==> config.mk <==
export PLATFORM = sky130hd
export DESIGN_NAME = quoted_argument_line_parser
export DESIGN_NICKNAME = d
export VERILOG_FILES = /design/src/hdl/qalp_pkg.sv /design/src/hdl/qalp_decode.sv /design/src/hdl/qalp_result_fifo.sv /design/src/hdl/quoted_argument_line_parser.sv
export SDC_FILE = /design/constraint.sdc
export NUM_CORES = 1
export LEC_CHECK = 0
export ABC_AREA = 1
export BUFFER_PORTS_ARGS = -buffer_cell sky130_fd_sc_hd__clkbuf_2
export CAP_MARGIN = 20
export CORE_ASPECT_RATIO = 0.9
export CORE_MARGIN = 4
export CORE_UTILIZATION = 60
export CTS_BUF_LIST = sky130_fd_sc_hd__clkbuf_4
export CTS_CLUSTER_SIZE = 14
export DETAILED_ROUTE_END_ITERATION = 10
export PLACE_DENSITY_LB_ADDON = 0.05
export RECOVER_POWER = 100
export SLEW_MARGIN = 10
export SYNTH_ARGS = -nofsm -noshare
export SYNTH_HDL_FRONTEND = slang
export SYNTH_SLANG_ARGS = --single-unit
==> constraint.sdc <==
create_clock -name clock -period 4.2 [get_ports clock]
set_clock_uncertainty 0.15 [all_clocks]
set_input_delay 0.84 -clock clock [delete_from_list [all_inputs] [get_ports clock]]
set_output_delay 0.84 -clock clock [all_outputs]
set_load 0.1 [all_outputs]
==> src/hdl/qalp_pkg.sv <==
// Shared types and constants for the quoted argument line parser.
package qalp_pkg;

   localparam logic [7:0] ChSpace     = 8'h20;
   localparam logic [7:0] ChBackslash = 8'h5C;
   localparam logic [7:0] ChQuote     = 8'h22;
   localparam logic [7:0] ChLowerN    = 8'h6E;
   localparam logic [7:0] ChLowerR    = 8'h72;
   localparam logic [7:0] ChLf        = 8'h0A;
   localparam logic [7:0] ChCr        = 8'h0D;

   localparam logic [2:0] KindCmdByte   = 3'd0;
   localparam logic [2:0] KindCmdEnd    = 3'd1;
   localparam logic [2:0] KindParamByte = 3'd2;
   localparam logic [2:0] KindParamEnd  = 3'd3;
   localparam logic [2:0] KindLineEnd   = 3'd4;

   localparam int FifoDepth  = 4;
   localparam int PtrWidth   = $clog2(FifoDepth);
   localparam int CountWidth = PtrWidth + 1;

   typedef struct packed {
      logic past_command;
      logic inside_quotes;
      logic escape_pending;
   } state_type;

   typedef struct packed {
      logic [2:0] kind;
      logic [7:0] out_byte;
      logic       unterminated;
      logic       last_of_run;
   } result_type;

   typedef struct packed {
      logic [1:0] count;
      result_type first;
      result_type second;
      state_type  next_state;
   } decode_type;

endpackage

==> src/hdl/qalp_decode.sv <==
// Per-byte decode: parser state and one input byte to up to two result words.
module qalp_decode (
   input  qalp_pkg::state_type  state,
   input  logic [7:0]           line_byte,
   input  logic                 end_of_line,
   output qalp_pkg::decode_type dec
);
   import qalp_pkg::*;

   logic       main_valid;
   result_type main_res;
   result_type eol_res;
   state_type  st;

   always_comb begin
      st         = state;
      main_valid = 1'b0;
      main_res   = '0;
      if (!state.past_command) begin
         main_valid = 1'b1;
         if (line_byte == ChSpace) begin
            main_res.kind   = KindCmdEnd;
            st.past_command = 1'b1;
         end else begin
            main_res.kind     = KindCmdByte;
            main_res.out_byte = line_byte;
         end
      end else if (state.escape_pending) begin
         st.escape_pending = 1'b0;
         if (state.inside_quotes) begin
            main_res.kind = KindParamByte;
            main_valid    = 1'b1;
            case (line_byte)
               ChBackslash: main_res.out_byte = ChBackslash;
               ChQuote:     main_res.out_byte = ChQuote;
               ChLowerN:    main_res.out_byte = ChLf;
               ChLowerR:    main_res.out_byte = ChCr;
               default:     main_valid        = 1'b0;
            endcase
         end
      end else if (line_byte == ChBackslash) begin
         st.escape_pending = 1'b1;
      end else if (line_byte == ChQuote) begin
         if (state.inside_quotes) begin
            main_valid       = 1'b1;
            main_res.kind    = KindParamEnd;
            st.inside_quotes = 1'b0;
         end else begin
            st.inside_quotes = 1'b1;
         end
      end else if (state.inside_quotes) begin
         main_valid        = 1'b1;
         main_res.kind     = KindParamByte;
         main_res.out_byte = line_byte;
      end

      eol_res              = '0;
      eol_res.kind         = KindLineEnd;
      eol_res.unterminated = st.inside_quotes;
      eol_res.last_of_run  = 1'b1;

      dec            = '0;
      dec.next_state = end_of_line ? state_type'('0) : st;
      if (main_valid && end_of_line) begin
         dec.count  = 2'd2;
         dec.first  = main_res;
         dec.second = eol_res;
      end else if (main_valid) begin
         dec.count             = 2'd1;
         dec.first             = main_res;
         dec.first.last_of_run = 1'b1;
      end else if (end_of_line) begin
         dec.count = 2'd1;
         dec.first = eol_res;
      end
   end

endmodule

==> src/hdl/qalp_result_fifo.sv <==
// Small result queue: takes up to two words per cycle, hands out one.
module qalp_result_fifo (
   input  logic                 clock,
   input  logic                 reset,
   input  logic [1:0]           push_count,
   input  qalp_pkg::result_type push_first,
   input  qalp_pkg::result_type push_second,
   input  logic                 pop,
   output qalp_pkg::result_type head,
   output logic                 not_empty,
   output logic                 room
);
   import qalp_pkg::*;

   result_type            entries_ff [FifoDepth];
   logic [PtrWidth-1:0]   wr_ptr_ff, wr_ptr_in;
   logic [PtrWidth-1:0]   rd_ptr_ff, rd_ptr_in;
   logic [CountWidth-1:0] count_ff, count_in;
   logic [PtrWidth-1:0]   wr_next;

   assign wr_next   = wr_ptr_ff + PtrWidth'(1);
   assign head      = entries_ff[rd_ptr_ff];
   assign not_empty = count_ff != '0;
   assign room      = count_ff <= CountWidth'(FifoDepth - 2);

   always_comb begin
      wr_ptr_in = wr_ptr_ff + PtrWidth'(push_count);
      rd_ptr_in = rd_ptr_ff + PtrWidth'(pop);
      count_in  = count_ff + CountWidth'(push_count) - CountWidth'(pop);
   end

   always_ff @(posedge clock) begin
      if (push_count != 2'd0) begin
         entries_ff[wr_ptr_ff] <= push_first;
      end
      if (push_count == 2'd2) begin
         entries_ff[wr_next] <= push_second;
      end
   end

   always_ff @(posedge clock) begin
      if (reset) begin
         wr_ptr_ff <= '0;
         rd_ptr_ff <= '0;
         count_ff  <= '0;
      end else begin
         wr_ptr_ff <= wr_ptr_in;
         rd_ptr_ff <= rd_ptr_in;
         count_ff  <= count_in;
      end
   end

   assert property (@(posedge clock) disable iff (reset)
      count_ff <= CountWidth'(FifoDepth))
      else $error("result queue overflow");

   assert property (@(posedge clock) disable iff (reset)
      pop |-> not_empty)
      else $error("pop from empty result queue");

   assert property (@(posedge clock) disable iff (reset)
      (push_count != 2'd0) |-> room)
      else $error("push without room");

endmodule

==> src/hdl/quoted_argument_line_parser.sv <==
// Top level of the quoted argument line parser.
// Splits a command line, one byte per accepted word, into command bytes, a
// command end, decoded parameter bytes and parameter ends, plus a line-end word
// after the byte marked end_of_line. A byte is decoded in the cycle it is
// accepted and its zero to two result words enter a four-word queue; one byte
// is taken every cycle while the queue has room for two words, and one result
// word leaves per cycle unless rsp_stall is high; two results leave in order.
module quoted_argument_line_parser (
   input  logic       clock,
   input  logic       reset,
   input  logic       req_valid,
   output logic       req_stall,
   input  logic [7:0] req_line_byte,
   input  logic       req_end_of_line,
   output logic       rsp_valid,
   input  logic       rsp_stall,
   output logic [2:0] rsp_result_kind,
   output logic [7:0] rsp_out_byte,
   output logic       rsp_unterminated,
   output logic       rsp_last_of_run
);
   import qalp_pkg::*;

   state_type  state_ff, state_in;
   decode_type dec;
   result_type head;
   logic       req_accept;
   logic       room;
   logic       not_empty;

   qalp_decode u_decode (
      .state       (state_ff),
      .line_byte   (req_line_byte),
      .end_of_line (req_end_of_line),
      .dec         (dec)
   );

   assign req_stall  = !room;
   assign req_accept = req_valid && room;
   assign state_in   = req_accept ? dec.next_state : state_ff;

   always_ff @(posedge clock) begin
      if (reset) begin
         state_ff <= '0;
      end else begin
         state_ff <= state_in;
      end
   end

   qalp_result_fifo u_fifo (
      .clock       (clock),
      .reset       (reset),
      .push_count  (req_accept ? dec.count : 2'd0),
      .push_first  (dec.first),
      .push_second (dec.second),
      .pop         (not_empty && !rsp_stall),
      .head        (head),
      .not_empty   (not_empty),
      .room        (room)
   );

   assign rsp_valid        = not_empty;
   assign rsp_result_kind  = head.kind;
   assign rsp_out_byte     = head.out_byte;
   assign rsp_unterminated = head.unterminated;
   assign rsp_last_of_run  = head.last_of_run;

   assert property (@(posedge clock) disable iff (reset)
      req_accept && req_end_of_line |=> state_ff == state_type'('0))
      else $error("state not cleared after line end");

   assert property (@(posedge clock) disable iff (reset)
      (state_ff.inside_quotes || state_ff.escape_pending) |-> state_ff.past_command)
      else $error("parameter state while still in command");

   assert property (@(posedge clock) disable iff (reset)
      rsp_valid && rsp_result_kind == KindLineEnd |-> rsp_last_of_run)
      else $error("line end word not last of run");

endmodule

==> results by group <==
Place
  – Gpl congestion: 0.947
  – Dpl hpwl: 5.23 mm
  – Placed inst area: 3350 sq um
  – PortBufs: 27

Synth
  – Most numerous cell in the Yosys netlist: nand2_1
  – Ranking of synthesized cells by area: dfxtp_1 (32%), nand2_1 (14%), edfxtp_1 (11%), o21ai_0 (6.1%), nor2_1 (5.8%)
  – Post-Syn Nets: 458
  – Cell variety after synth: 29
  – Share of the synthesized area in the top cell type: 0.315
  – Synth area leader: dfxtp_1
  – Most instantiated cells after synthesis: nand2_1 (116), dfxtp_1 (50), nor2_1 (49)
  – Asr flop ratio synth: 0
  – Synth Flop Type: dfxtp_1
  – Number of flops mapped to enable cells by yosys: 12
  – Cells after Synth: 435
  – Mapped cell area: 3170 sq um
  – Synthesis Warnings: 0
  – Yosys reg bits: 62
  – Sequential share of the synthesized area: 0.429
  – Mapped Avg Cell Area: 7.30 sq um

Routing
  – Drt total wl: 7.36 mm
  – DRT Pass-1 Iters: 5
  – Post-DRT Antenna Nets: 0
  – DRC errors left: 0
  – 1st-iter DRT viols: 289
  – Via density: 5.45
  – Vias: 2909
  – WL per Instance: 13.8 um

Power and ir drop
  – Maximum vdd drop: 690 uV
  – Power share of the sequential group: 0.325
  – PD cells: 790 nW/um^2
  – Internal power: 1220 uW
  – Clock share of power: 0.150
  – Switching Share: 0.549
  – Leakage: 0.00160 uW
  – Comb power frac: 0.525
  – Total Power: 2710 uW
  – Net Sw Power: 1490 uW

Die
  – Die span in y: 77.0 um
  – Die footprint: 6520 sq um
  – Die Width: 84.7 um
  – Core area: 4980 sq um
  – IO Pins: 28
  – Starting density of the core: 0.637
  – FP Rows: 24

Clock tree
  – CTS buffer count: 9
  – Root Driver: clkbuf_4
  – Sink Count: 62
  – H-tree levels: 3
  – CTS Hold Bufs: 0
  – CTS tree: done
  – Post-CTS sizing: 0
  – CTS Buffer Depth: 2
  – Clock Latency Late Sink: 0.40 ns
  – Reg clk slew, reported paths: 0.10 ns
  – Post-CTS Setup Inserts: 0

STA
  – Final setup fails: 0
  – Slew @ Worst Pin: 1.17 ns
  – Final period util: 0.842
  – Crit path time final: 3.54 ns
  – Max Clk Rate: 283 MHz
  – RSZ-0062 raised after global routing: no
  – Final setup TNS: 0 ns
  – Fin. Hold Viols: 0
  – Slew HR: 0.223
  – Max-slew violations: 0

Min path
  – Min-delay worst type: flop to flop
  – Hold Startpoint: u_fifo.entries_ff[2][10]

GRT
  – Total track usage: 0.237
  – Vias in the first global route: 2711
  – Initial antenna violation count: 0
  – Largest net degree at the start of global routing: 28
  – Grt ovf: 0
  – Global-route wire length before repair: 12.4 mm

Critical path
  – R2r startpoint: state_ff[1]
  – CP required: 3.21 ns
  – Worst EP arrival: 2.55 ns
  – Startpoint types: flop
  – Setup Crit Path Kind: flop to output port
  – CP endpoint kind: output port
  – Worst Setup SP: u_fifo.rd_ptr_ff[0]
  – Worst Path Max Fanout: 26

Finish
  – Post-layout nets: 487
  – Final instance area: 3430 sq um
  – Synthesis-to-layout area growth: 8.08%
  – Final Util: 0.688
  – Layout cells sized above 1: 0.115
  – ANT cells: 0

Flow run
  – Max_cap viols: 0

Outcome
  – Status: completed
worst max-delay path: stages (launching register included):
cell and delay (ns):
dfxtp_1 0.33, inv_1 0.56, o21ai_0 0.16, o22ai_1 0.20, clkbuf_1 0.89
cell usage in the layout, fill, tap and decap left out, types with 3 or more instances in the layout:
master    netlist  final
a21oi_1         6      6
clkbuf_1        7     16
clkbuf_2        0     11
clkbuf_4        0     10
clkinv_2        0      3
dfxtp_1        50     50
edfxtp_1       12     12
ha_1            9      9
inv_1          37     43
inv_2          13      7
nand2_1       116    120
nand2_2        12      8
nand2_4         3      3
nand3_1        21     22
nand4_1         3      3
nor2_1         49     51
nor2_2          3      3
o21ai_0        39     54
o21ai_1        21      6
o22ai_1        15     15
xnor2_1         3      3
area by class of cell:
cell class	instances	area, sq um
clock inverters	6	61.3
multi-input cells	312	1530
clock buffers	10	75.1
repair buffers	28	123
flip-flops and latches	62	1360
fillers	451	1550
well taps	65	81.3
inverters	51	196
kinds of logic (layout without fill, tap and decap cells):
kind of cell             count (synthesis)  after routing  share of synthesized area
AND/OR/NAND/NOR                        215            215                      0.304
AO/OA/AOI/OAI                           83             83                      0.138
flip-flops                              62             62                      0.429
buffers and inverters                   61             95                     0.0765
adder cells (fa/ha/maj)                 10             10                     0.0418
XOR/XNOR                                 4              4                     0.0110
registers in the layout, indices dropped and copies added, names as in the netlist:
| signal | cells |
|---|---|
| state_ff | 3 |
| u_fifo.wr_ptr_ff | 2 |
| u_fifo.entries_ff | 52 |
| u_fifo.rd_ptr_ff | 2 |
| u_fifo.count_ff | 3 |
final timing paths:
path	endpoint	slack (ns)	cells after the start
worst max-delay path	rsp_out_byte[4]	0.66	4
worst min-delay path	u_fifo.entries_ff[2][10]	0.31	2
worst max register to register	u_fifo.count_ff[2]	1.15	18
worst min register to register	u_fifo.entries_ff[2][10]	0.31	2
power by group through the flow:
| stage | clock network [uW] | registers (uW) | logic, uW |
|---|---|---|---|
| finish | 406 | 881 | 1420 |
| global route | 438 | 897 | 1530 |
| CTS | 410 | 879 | 1470 |
| detailed placement | 0 | 893 | 1470 |
| global placement | 0 | 886 | 1450 |
| floorplan | 0 | 864 | 1250 |
per-layer routing:
layer	global-route usage	part of all wire	up-vias
met5	0	0	-
li1	-	-	1462
met3	0.0707	0.070	15
met1	0.320	0.46	1311
met2	0.361	0.45	121
met4	0.0791	0.018	0
through the flow:
stage | worst slack [ns] | hold WS (ns) | instances
finish | 0.663 | 0.306 | 534
floorplan | 0.735 | 0.271 | 435
global placement | 0.522 | 0.283 | 518
detailed placement | 0.460 | 0.284 | 518
CTS | 0.879 | 0.306 | 534
global route | 0.425 | 0.319 | 534
(Power assumes the default switching activity.)
